**config.mk**
```make
export PLATFORM = sky130hd
export DESIGN_NAME = nec_ir_pulse_frame_decoder
export DESIGN_NICKNAME = d
export VERILOG_FILES = /design/src/sv/necd_pkg.sv /design/src/sv/nec_ir_pulse_frame_decoder.sv /design/src/sv/necd_front.sv /design/src/sv/necd_queue.sv /design/src/sv/necd_back.sv
export SDC_FILE = /design/constraint.sdc
export NUM_CORES = 1
export LEC_CHECK = 0
export BUFFER_PORTS_ARGS = -buffer_cell sky130_fd_sc_hd__buf_2
export CAP_MARGIN = 20
export CORE_UTILIZATION = 50
export DETAILED_ROUTE_END_ITERATION = 10
export PLACE_DENSITY = 0.68
export SYNTH_ARGS = -nofsm -noshare
export SYNTH_HDL_FRONTEND = slang
export SYNTH_SLANG_ARGS = --single-unit
```
**constraint.sdc**
```tcl
create_clock -name clk -period 7.1 [get_ports clk]
set_input_delay 0 -clock clk [delete_from_list [all_inputs] [get_ports clk]]
set_output_delay 0 -clock clk [all_outputs]
set_load 0.01 [all_outputs]
```
**src/sv/necd_pkg.sv**
```systemverilog
`timescale 1ns / 1ps
// ----------------------------------------------------------------------------
// necd_pkg: shared types and constants for the NEC IR frame decoder
// Nominal pulse durations, burst positions, status codes, queue word type
// and the duration window test.
// ----------------------------------------------------------------------------
package necd_pkg;

    localparam int DUR_W      = 15;
    localparam int MARGIN_W   = 9;
    localparam int CODE_W     = 16;
    localparam int STATUS_W   = 3;
    localparam int TOTAL_W    = 4;
    localparam int POS_W      = 6;

    localparam logic [MARGIN_W-1:0] MARGIN_RESET = 9'd200;

    localparam logic [DUR_W-1:0] NOM_LEAD_MARK  = 15'd9000;
    localparam logic [DUR_W-1:0] NOM_LEAD_SPACE = 15'd4500;
    localparam logic [DUR_W-1:0] NOM_REP_SPACE  = 15'd2250;
    localparam logic [DUR_W-1:0] NOM_BIT_MARK   = 15'd560;
    localparam logic [DUR_W-1:0] NOM_ZERO_SPACE = 15'd560;
    localparam logic [DUR_W-1:0] NOM_ONE_SPACE  = 15'd1690;

    // positions are 0-based symbol indexes within a burst
    localparam logic [POS_W-1:0] POS_LEADER     = 6'd0;
    localparam logic [POS_W-1:0] POS_REPEAT_END = 6'd1;   // 2-symbol burst
    localparam logic [POS_W-1:0] POS_ADDR_LAST  = 6'd16;
    localparam logic [POS_W-1:0] POS_BIT_LAST   = 6'd32;
    localparam logic [POS_W-1:0] POS_FRAME_END  = 6'd33;  // 34-symbol burst
    localparam logic [POS_W-1:0] POS_MAX        = 6'd63;

    // code store
    localparam int STORE_DEPTH = 10;
    localparam int STORE_IDX_W = (STORE_DEPTH > 1) ? $clog2(STORE_DEPTH) : 1;
    localparam int STORE_CNT_W = $clog2(STORE_DEPTH + 1);
    localparam logic [STORE_CNT_W-1:0] STORE_FULL = STORE_CNT_W'(STORE_DEPTH);

    // burst queue between front and back
    localparam int QUEUE_DEPTH = 4;
    localparam int QUEUE_PTR_W = $clog2(QUEUE_DEPTH);
    localparam int QUEUE_CNT_W = $clog2(QUEUE_DEPTH + 1);
    localparam logic [QUEUE_CNT_W-1:0] QUEUE_FULL = QUEUE_CNT_W'(QUEUE_DEPTH);

    typedef enum logic [STATUS_W-1:0] {
        ST_FRAME_OK   = 3'd0,
        ST_REPEAT_OK  = 3'd1,
        ST_FRAME_BAD  = 3'd2,
        ST_REPEAT_BAD = 3'd3,
        ST_UNKNOWN    = 3'd4
    } status_t;

    typedef enum logic [1:0] {
        BK_FRAME   = 2'd0,
        BK_REPEAT  = 2'd1,
        BK_UNKNOWN = 2'd2
    } burst_kind_t;

    typedef struct packed {
        burst_kind_t         kind;
        logic                ok;
        logic [CODE_W-1:0]   address;
        logic [CODE_W-1:0]   command;
    } burst_t;

    // strict window test: nom - m < d < nom + m (m < smallest nominal)
    function automatic logic near_nom(input logic [DUR_W-1:0] d,
                                      input logic [DUR_W-1:0] nom,
                                      input logic [MARGIN_W-1:0] m);
        logic [DUR_W:0]   hi;
        logic [DUR_W-1:0] lo;
        hi = {1'b0, nom} + {{(DUR_W+1-MARGIN_W){1'b0}}, m};
        lo = nom - {{(DUR_W-MARGIN_W){1'b0}}, m};
        return ({1'b0, d} < hi) && (d > lo);
    endfunction

endpackage

```
**src/sv/nec_ir_pulse_frame_decoder.sv**
```systemverilog
`timescale 1ns / 1ps
// ----------------------------------------------------------------------------
// nec_ir_pulse_frame_decoder: NEC IR pulse-frame decoder, top level
// Path: the accepted final symbol of a burst pushes a summary word into the burst
//   queue; out_valid rises once the result register loads that word from the queue.
// Throughput: one symbol word per cycle; in_stall rises only when the
//   four-entry burst queue is full because the result side is stalled.
// Reset (rst_n, async, low): margin back to 200, burst state, last code and
//   store count cleared; store contents are not cleared.
// ----------------------------------------------------------------------------
// Structure:
//   necd_front - classifies each symbol against the nominal windows
//                (leader 9000/4500, repeat 9000/2250, bit 560/560 or 560/1690)
//                and collects the 16-bit address and command LSB first.
//                On the last symbol it pushes a burst summary word.
//   necd_queue - four-word FIFO; lets the front keep taking symbols while a
//                result waits on out_stall.
//   necd_back  - produces one result word per burst, keeps the last valid
//                code for repeats, appends valid frames to a 10-entry store.
// A burst of 34 symbols is a frame, 2 symbols a repeat, anything else is
// reported as unknown length. The frame stop symbol and the second repeat
// symbol are never checked.
// ----------------------------------------------------------------------------
module nec_ir_pulse_frame_decoder
    import necd_pkg::*;
(
    input  logic                clk,
    input  logic                rst_n,
    // tolerance margin register
    input  logic                cfg_we,
    input  logic [MARGIN_W-1:0] cfg_wdata,
    // symbol input
    input  logic                in_valid,
    output logic                in_stall,
    input  logic [DUR_W-1:0]    mark_time,
    input  logic [DUR_W-1:0]    space_time,
    input  logic                burst_end,
    // result output
    output logic                out_valid,
    input  logic                out_stall,
    output logic [STATUS_W-1:0] frame_status,
    output logic [CODE_W-1:0]   code_address,
    output logic [CODE_W-1:0]   code_command,
    output logic                was_stored,
    output logic [TOTAL_W-1:0]  stored_total
);

    logic   q_full;
    logic   q_push;
    burst_t q_push_word;
    logic   q_pop;
    logic   q_valid;
    burst_t q_head_word;

    necd_front u_front (
        .clk        (clk),
        .rst_n      (rst_n),
        .cfg_we     (cfg_we),
        .cfg_wdata  (cfg_wdata),
        .in_valid   (in_valid),
        .in_stall   (in_stall),
        .mark_time  (mark_time),
        .space_time (space_time),
        .burst_end  (burst_end),
        .q_full     (q_full),
        .push       (q_push),
        .push_word  (q_push_word)
    );

    necd_queue u_queue (
        .clk       (clk),
        .rst_n     (rst_n),
        .push      (q_push),
        .push_word (q_push_word),
        .full      (q_full),
        .pop       (q_pop),
        .q_valid   (q_valid),
        .head_word (q_head_word)
    );

    necd_back u_back (
        .clk          (clk),
        .rst_n        (rst_n),
        .q_valid      (q_valid),
        .head_word    (q_head_word),
        .pop          (q_pop),
        .out_valid    (out_valid),
        .out_stall    (out_stall),
        .frame_status (frame_status),
        .code_address (code_address),
        .code_command (code_command),
        .was_stored   (was_stored),
        .stored_total (stored_total)
    );

endmodule

```
**src/sv/necd_front.sv**
```systemverilog
`timescale 1ns / 1ps
// ----------------------------------------------------------------------------
// necd_front: symbol classifier
// Checks each symbol's durations, builds the address and command, and pushes
// one burst summary word into the queue on the final symbol of a burst.
// ----------------------------------------------------------------------------
module necd_front
    import necd_pkg::*;
(
    input  logic                clk,
    input  logic                rst_n,
    input  logic                cfg_we,
    input  logic [MARGIN_W-1:0] cfg_wdata,
    input  logic                in_valid,
    output logic                in_stall,
    input  logic [DUR_W-1:0]    mark_time,
    input  logic [DUR_W-1:0]    space_time,
    input  logic                burst_end,
    input  logic                q_full,
    output logic                push,
    output burst_t              push_word
);

    logic [MARGIN_W-1:0] margin_reg;
    logic [POS_W-1:0]    pos_reg, pos_next;
    logic                frame_ok_reg, frame_ok_next;
    logic                rep_ok_reg, rep_ok_next;
    logic [CODE_W-1:0]   addr_reg, addr_next;
    logic [CODE_W-1:0]   cmd_reg, cmd_next;
    logic                in_fire;
    logic                lead_mark, bit_mark, one_sp, zero_sp, bit_val;

    assign in_stall = q_full;
    assign in_fire  = in_valid && !in_stall;
    assign push     = in_fire && burst_end;

    always_comb
    begin
        lead_mark = near_nom(mark_time, NOM_LEAD_MARK, margin_reg);
        bit_mark  = near_nom(mark_time, NOM_BIT_MARK, margin_reg);
        one_sp    = near_nom(space_time, NOM_ONE_SPACE, margin_reg);
        zero_sp   = near_nom(space_time, NOM_ZERO_SPACE, margin_reg);
        bit_val   = bit_mark && one_sp;

        frame_ok_next = frame_ok_reg;
        rep_ok_next   = rep_ok_reg;
        addr_next     = addr_reg;
        cmd_next      = cmd_reg;

        if (pos_reg == POS_LEADER)
        begin
            frame_ok_next = lead_mark && near_nom(space_time, NOM_LEAD_SPACE, margin_reg);
            rep_ok_next   = lead_mark && near_nom(space_time, NOM_REP_SPACE, margin_reg);
        end
        else if (pos_reg <= POS_BIT_LAST)
        begin
            if (!bit_val && !(bit_mark && zero_sp))
                frame_ok_next = 1'b0;
            // LSB first: shift in from the top, 16 shifts per field
            if (pos_reg <= POS_ADDR_LAST)
                addr_next = {bit_val, addr_reg[CODE_W-1:1]};
            else
                cmd_next = {bit_val, cmd_reg[CODE_W-1:1]};
        end

        pos_next = (pos_reg < POS_MAX) ? pos_reg + 1'b1 : pos_reg;

        if (pos_reg == POS_FRAME_END)
            push_word.kind = BK_FRAME;
        else if (pos_reg == POS_REPEAT_END)
            push_word.kind = BK_REPEAT;
        else
            push_word.kind = BK_UNKNOWN;
        push_word.ok      = (pos_reg == POS_REPEAT_END) ? rep_ok_next : frame_ok_next;
        push_word.address = addr_next;
        push_word.command = cmd_next;
    end

    always_ff @(posedge clk or negedge rst_n)
    begin
        if (!rst_n)
        begin
            margin_reg   <= MARGIN_RESET;
            pos_reg      <= '0;
            frame_ok_reg <= 1'b1;
            rep_ok_reg   <= 1'b0;
            addr_reg     <= '0;
            cmd_reg      <= '0;
        end
        else
        begin
            if (cfg_we)
                margin_reg <= cfg_wdata;
            if (in_fire)
            begin
                if (burst_end)
                begin
                    pos_reg      <= '0;
                    frame_ok_reg <= 1'b1;
                    rep_ok_reg   <= 1'b0;
                    addr_reg     <= '0;
                    cmd_reg      <= '0;
                end
                else
                begin
                    pos_reg      <= pos_next;
                    frame_ok_reg <= frame_ok_next;
                    rep_ok_reg   <= rep_ok_next;
                    addr_reg     <= addr_next;
                    cmd_reg      <= cmd_next;
                end
            end
        end
    end

endmodule

```
**src/sv/necd_queue.sv**
```systemverilog
`timescale 1ns / 1ps
// ----------------------------------------------------------------------------
// necd_queue: burst summary queue
// Small register FIFO decoupling the classifier from the result stage.
// ----------------------------------------------------------------------------
module necd_queue
    import necd_pkg::*;
(
    input  logic   clk,
    input  logic   rst_n,
    input  logic   push,
    input  burst_t push_word,
    output logic   full,
    input  logic   pop,
    output logic   q_valid,
    output burst_t head_word
);

    burst_t                 mem_reg [QUEUE_DEPTH];
    logic [QUEUE_PTR_W-1:0] wr_ptr_reg, rd_ptr_reg;
    logic [QUEUE_CNT_W-1:0] cnt_reg, cnt_next;

    assign full      = (cnt_reg == QUEUE_FULL);
    assign q_valid   = (cnt_reg != '0);
    assign head_word = mem_reg[rd_ptr_reg];

    always_comb
    begin
        cnt_next = cnt_reg;
        if (push && !pop)
            cnt_next = cnt_reg + 1'b1;
        else if (pop && !push)
            cnt_next = cnt_reg - 1'b1;
    end

    always_ff @(posedge clk)
    begin
        if (push)
            mem_reg[wr_ptr_reg] <= push_word;
    end

    always_ff @(posedge clk or negedge rst_n)
    begin
        if (!rst_n)
        begin
            wr_ptr_reg <= '0;
            rd_ptr_reg <= '0;
            cnt_reg    <= '0;
        end
        else
        begin
            if (push)
                wr_ptr_reg <= wr_ptr_reg + 1'b1;
            if (pop)
                rd_ptr_reg <= rd_ptr_reg + 1'b1;
            cnt_reg <= cnt_next;
        end
    end

endmodule

```
**src/sv/necd_back.sv**
```systemverilog
`timescale 1ns / 1ps
// ----------------------------------------------------------------------------
// necd_back: result stage
// Turns burst summaries into result words, keeps the last valid code and
// appends valid frames to the code store until it is full.
// ----------------------------------------------------------------------------
module necd_back
    import necd_pkg::*;
(
    input  logic                clk,
    input  logic                rst_n,
    input  logic                q_valid,
    input  burst_t              head_word,
    output logic                pop,
    output logic                out_valid,
    input  logic                out_stall,
    output logic [STATUS_W-1:0] frame_status,
    output logic [CODE_W-1:0]   code_address,
    output logic [CODE_W-1:0]   code_command,
    output logic                was_stored,
    output logic [TOTAL_W-1:0]  stored_total
);

    logic [2*CODE_W-1:0]    code_store [STORE_DEPTH];
    logic [STORE_CNT_W-1:0] cnt_reg, cnt_next;
    logic [CODE_W-1:0]      last_addr_reg, last_addr_next;
    logic [CODE_W-1:0]      last_cmd_reg, last_cmd_next;
    logic                   out_valid_reg;
    status_t                status_reg, status_next;
    logic [CODE_W-1:0]      addr_reg, addr_next;
    logic [CODE_W-1:0]      cmd_reg, cmd_next;
    logic                   stored_reg, stored_next;
    logic                   frame_good, store_wr;

    assign pop          = q_valid && (!out_valid_reg || !out_stall);
    assign out_valid    = out_valid_reg;
    assign frame_status = status_reg;
    assign code_address = addr_reg;
    assign code_command = cmd_reg;
    assign was_stored   = stored_reg;
    assign stored_total = TOTAL_W'(cnt_reg);

    always_comb
    begin
        frame_good     = (head_word.kind == BK_FRAME) && head_word.ok;
        store_wr       = frame_good && (cnt_reg < STORE_FULL);
        cnt_next       = store_wr ? cnt_reg + 1'b1 : cnt_reg;
        last_addr_next = frame_good ? head_word.address : last_addr_reg;
        last_cmd_next  = frame_good ? head_word.command : last_cmd_reg;
        stored_next    = store_wr;
        addr_next      = '0;
        cmd_next       = '0;
        case (head_word.kind)
            BK_FRAME:
            begin
                status_next = head_word.ok ? ST_FRAME_OK : ST_FRAME_BAD;
                if (head_word.ok)
                begin
                    addr_next = head_word.address;
                    cmd_next  = head_word.command;
                end
            end
            BK_REPEAT:
            begin
                status_next = head_word.ok ? ST_REPEAT_OK : ST_REPEAT_BAD;
                addr_next   = last_addr_reg;
                cmd_next    = last_cmd_reg;
            end
            default:
            begin
                status_next = ST_UNKNOWN;
            end
        endcase
    end

    always_ff @(posedge clk)
    begin
        if (pop && store_wr)
            code_store[cnt_reg[STORE_IDX_W-1:0]] <= {head_word.address, head_word.command};
        if (pop)
        begin
            status_reg <= status_next;
            addr_reg   <= addr_next;
            cmd_reg    <= cmd_next;
            stored_reg <= stored_next;
        end
    end

    always_ff @(posedge clk or negedge rst_n)
    begin
        if (!rst_n)
        begin
            out_valid_reg <= 1'b0;
            cnt_reg       <= '0;
            last_addr_reg <= '0;
            last_cmd_reg  <= '0;
        end
        else
        begin
            if (pop)
            begin
                out_valid_reg <= 1'b1;
                cnt_reg       <= cnt_next;
                last_addr_reg <= last_addr_next;
                last_cmd_reg  <= last_cmd_next;
            end
            else if (!out_stall)
                out_valid_reg <= 1'b0;
        end
    end

endmodule

```
==> impl_summary.md <==
Die
The full die area is 29500 um2. The vertical die dimension is 172 um. The I/O pin total is 87. The core region is 28100 um2. Measured along the x axis, the die boundary spans approximately 170 um. For this configuration, the core starts out at a cell density of 51.4%.

The placement row count is slightly above 60.

Global routing
The initial antenna violation count is 1. The first-pass GRT wire length is 51200 um. The via count of the first global-routing pass was 9118. Entering global routing, the biggest net connects 69 pins. The overall overflow remaining after global route is 0. The global-route total usage across every layer is 22.6%.

Synthesis
The area share of the leading cell type in the synthesized netlist is 36.6%. Counting flops with a built-in enable in the synthesized netlist gives 176. During synthesis, Yosys emitted a total of 0 warnings. Counting flops with an async set or reset pin after synthesis yields a share of 34.6%.

In this run, distinct cell masters in the synthesized netlist total a little over 60. The net count of the mapped netlist is 1256. Sequential cells were found to cover 52.8% of the synthesized design area. In this run, synthesis produced a sequential element count of 269. The number of instances in the synthesized netlist is 1072. The mapped netlist covers roughly 14000 um2.

The largest total area in the synthesized netlist belongs to sky130_fd_sc_hd__edfxtp_1. Ranked by total cell area, the synthesized netlist is headed by sky130_fd_sc_hd__edfxtp_1 (37%), sky130_fd_sc_hd__dfrtp_1 (15%), sky130_fd_sc_hd__ha_1 (12%). In the synthesized netlist the dominant register cell turns out to be sky130_fd_sc_hd__edfxtp_1. The average cell area after synthesis is 13.5 um2.

Routing
Summed over all layers, the routed wires come to 31900 um. After detailed routing, the average wire length per cell comes to 20.1 um. The total iterations of the first detailed-routing run is 5.

The ratio of routed vias to standard cells is 5.79. The remaining routing DRC violations is 0. Once detail routing completed, the nets flagged for antenna violations numbered 0. For this block, the via count after detailed routing is 9181. After the first detailed-routing iteration, the DRC count stood at 622.

Timing
The worst pin sits at a relative slew slack of 32.1%. Based on the critical path, the design can be clocked at up to 205 MHz. The number of max-slew violations in the final report was 0. The actual transition at the worst max-transition pin is around 1.0 ns. Setup repair after global routing left no endpoint under its margin. The count of endpoints failing setup in the final report is 0. Dividing the final minimum period by the clock period gives just under 70%. The number of endpoints with negative hold slack in the final report is 0. The time the final worst path needs with I/O delays and setup is 4.88 ns. The total negative slack for setup checks is 0 ns. The clock tree skew after final layout is roughly 0.019 ns.

Cells and area
The multi-input combinational cells in the finished layout cover a total of approximately 6500 um2. The number of filler cells placed in the layout is 2267. Compared with the post-synthesis result, the final layout area differs by 13.9%.

Of the cells placed in the final design, the portion with a size suffix greater than 1 is 21.5%. Leaving out fill and tap cells, the most frequent cell in the layout is sky130_fd_sc_hd__edfxtp_1. The flip-flop count of the largest register, all copies and words added is 140. Leaving out fill and tap cells, the most frequent cells in the layout are sky130_fd_sc_hd__edfxtp_1 (176), sky130_fd_sc_hd__ha_1 (138), sky130_fd_sc_hd__dfrtp_1 (88).

The final layout net count is between 1000 and 1500. The footprint of the flip-flops and latches is 7620 um2.

Power
The total design power is about 0.0054 W. In this run the static leakage power is 6.80 nW. Dividing total power by cell area gives a power density of between 300 and 400 nW/um2. The maximum VDD drop is around 0.18 mV.

Clocking
The clock latency of the later-clocked register in the worst-skew pair is 0.55 ns. The clock root buffer master is sky130_fd_sc_hd__clkbuf_16. TritonCTS built the clock tree. The clock net sink count is ~270. CTS built an H-tree with a depth of 1. The deepest clock path buffer count is 3. The post-CTS clock slew at the launch and capture registers of the worst setup and hold paths is ~0.060 ns.

The number of clock buffers added by TritonCTS is 28.

Run status
The flow ran to the end, and the final reports show no timing, DRC or antenna violations.

Setup path
STA classifies the critical path endpoint as a flip-flop. The critical path class is flip-flop to flip-flop. Data arrives at the worst endpoint at 5.36 ns.

The critical path startpoint category is a flip-flop. The data required time of the worst path is 7.58 ns. The maximum fanout along the worst path is 18.

Placed design
Port buffering added 86 buffers. The post-DP HPWL is 21500 um. Routability-driven placement finished with a final weighted congestion of 0.945.

Flow run
The tool flagged a number of max-cap violations equal to 0.

Hold path
The type of the most critical hold path is primary input to asynchronous set/reset pin.
[what timing repair did]
action                    in CTS  in global routing
hold buffers                  30                  0
setup buffers                  0                  0
resized for setup              0                  0
hold endpoints to repair      39                  0
[routing by layer]
metal  track usage (%)  vias up  routed length, um
met3              3.64       57               1690
met4              5.54        0                658
met5                 0        -                  0
met2              36.3      245              14800
met1              32.2     4547              14700
li1                  -     4332                  -
[logic make-up (layout without fill, tap and decap cells)]
logic type               Yosys count  count (layout)  share of synthesized area, %
buffers and inverters             78             212                          2.42
AO/OA/AOI/OAI                    223             223                          10.8
multiplexers                     102             102                          11.4
AND/OR/NAND/NOR                  199             199                          6.67
XOR/XNOR                          62              62                          3.76
other                              0               1                             0
adder cells (fa/ha/maj)          139             139                          12.1
flip-flops                       269             269                          52.8
[cell usage after synthesis (27+ instances only)]
master / instances
sky130_fd_sc_hd__mux4_2: 35
sky130_fd_sc_hd__xnor2_1: 32
sky130_fd_sc_hd__a22o_1: 55
sky130_fd_sc_hd__edfxtp_1: 176
sky130_fd_sc_hd__nand2_1: 61
sky130_fd_sc_hd__xor2_1: 30
sky130_fd_sc_hd__mux2_2: 40
sky130_fd_sc_hd__a21oi_1: 54
sky130_fd_sc_hd__mux2_4: 27
sky130_fd_sc_hd__nor2_1: 55
sky130_fd_sc_hd__inv_1: 34
sky130_fd_sc_hd__dfrtp_1: 89
sky130_fd_sc_hd__o21ai_0: 37
sky130_fd_sc_hd__ha_1: 138
sky130_fd_sc_hd__clkbuf_1: 30
[power by group]
part	internal, W	switching (W)	leakage, nW	total [W]
sequential	0.00205	0.000190	2.86	0.00224
clock	0.000831	0.000607	0.453	0.00144
combinational	0.000816	0.000938	3.49	0.00175
[per-stage QoR]
stage | hold WS, ns | worst slack, ns | utilization [%] | cells | instance area, um2
2_1_floorplan | -0.296 | 3.20 | - | 1072 | 14400
3_3_place_gp | -0.0451 | 2.82 | 54.1 | 1502 | 15200
3_5_place_dp | -0.0405 | 2.64 | 54.1 | 1502 | 15200
4_1_cts | 0.0296 | 2.30 | 58.5 | 1584 | 16400
5_1_grt | 0.0669 | 1.91 | 58.5 | 1584 | 16400
6_report | 0.0547 | 2.22 | 58.5 | 1585 | 16400
[area by class of cell]
| class | count | area share [%] |
|---|---|---|
| inverter | 35 | 0.799 |
| clock inverter | 12 | 0.700 |
| sequential | 269 | 46.4 |
| multi-input combinational | 725 | 39.4 |
| antenna | 1 | 0.0152 |
| tap | 378 | 2.88 |
| timing repair buffer | 125 | 4.93 |
| clock buffer | 40 | 4.90 |
[path summary, 6_finish.rpt]
path | start | endpoint | slack, ns | cells after the start
hold / removal | rst_n | u_front.frame_ok_reg | 0.05 | 2
setup reg to reg | u_front.margin_reg[4] | u_front.frame_ok_reg | 2.22 | 15
hold reg to reg | u_queue.cnt_reg[2] | u_queue.cnt_reg[2] | 0.49 | 1
setup / recovery | u_front.margin_reg[4] | u_front.frame_ok_reg | 2.22 | 15
max in group asynchronous | rst_n | u_queue.rd_ptr_reg[0] | 6.03 | 3
min in group clk | space_time[11] | u_front.rep_ok_reg | 0.07 | 4
[critical path, stage by stage (launching register included)]
cell and delay (ns):
sky130_fd_sc_hd__dfrtp_1 0.78, sky130_fd_sc_hd__inv_1 0.34, sky130_fd_sc_hd__ha_1 0.30, sky130_fd_sc_hd__a21oi_1 0.30, sky130_fd_sc_hd__a21oi_1 0.13, sky130_fd_sc_hd__xor2_1 0.18
sky130_fd_sc_hd__ha_1 0.31, sky130_fd_sc_hd__and4_1 0.18, sky130_fd_sc_hd__nand2_1 0.08, sky130_fd_sc_hd__a2111oi_2 0.36, sky130_fd_sc_hd__o21ai_0 0.16, sky130_fd_sc_hd__a2111o_1 0.49
sky130_fd_sc_hd__a2111oi_2 0.41, sky130_fd_sc_hd__o21ai_0 0.14, sky130_fd_sc_hd__dlygate4sd3_1 0.59, sky130_fd_sc_hd__o21ai_0 0.08
Power figures use the tool's default switching activity.
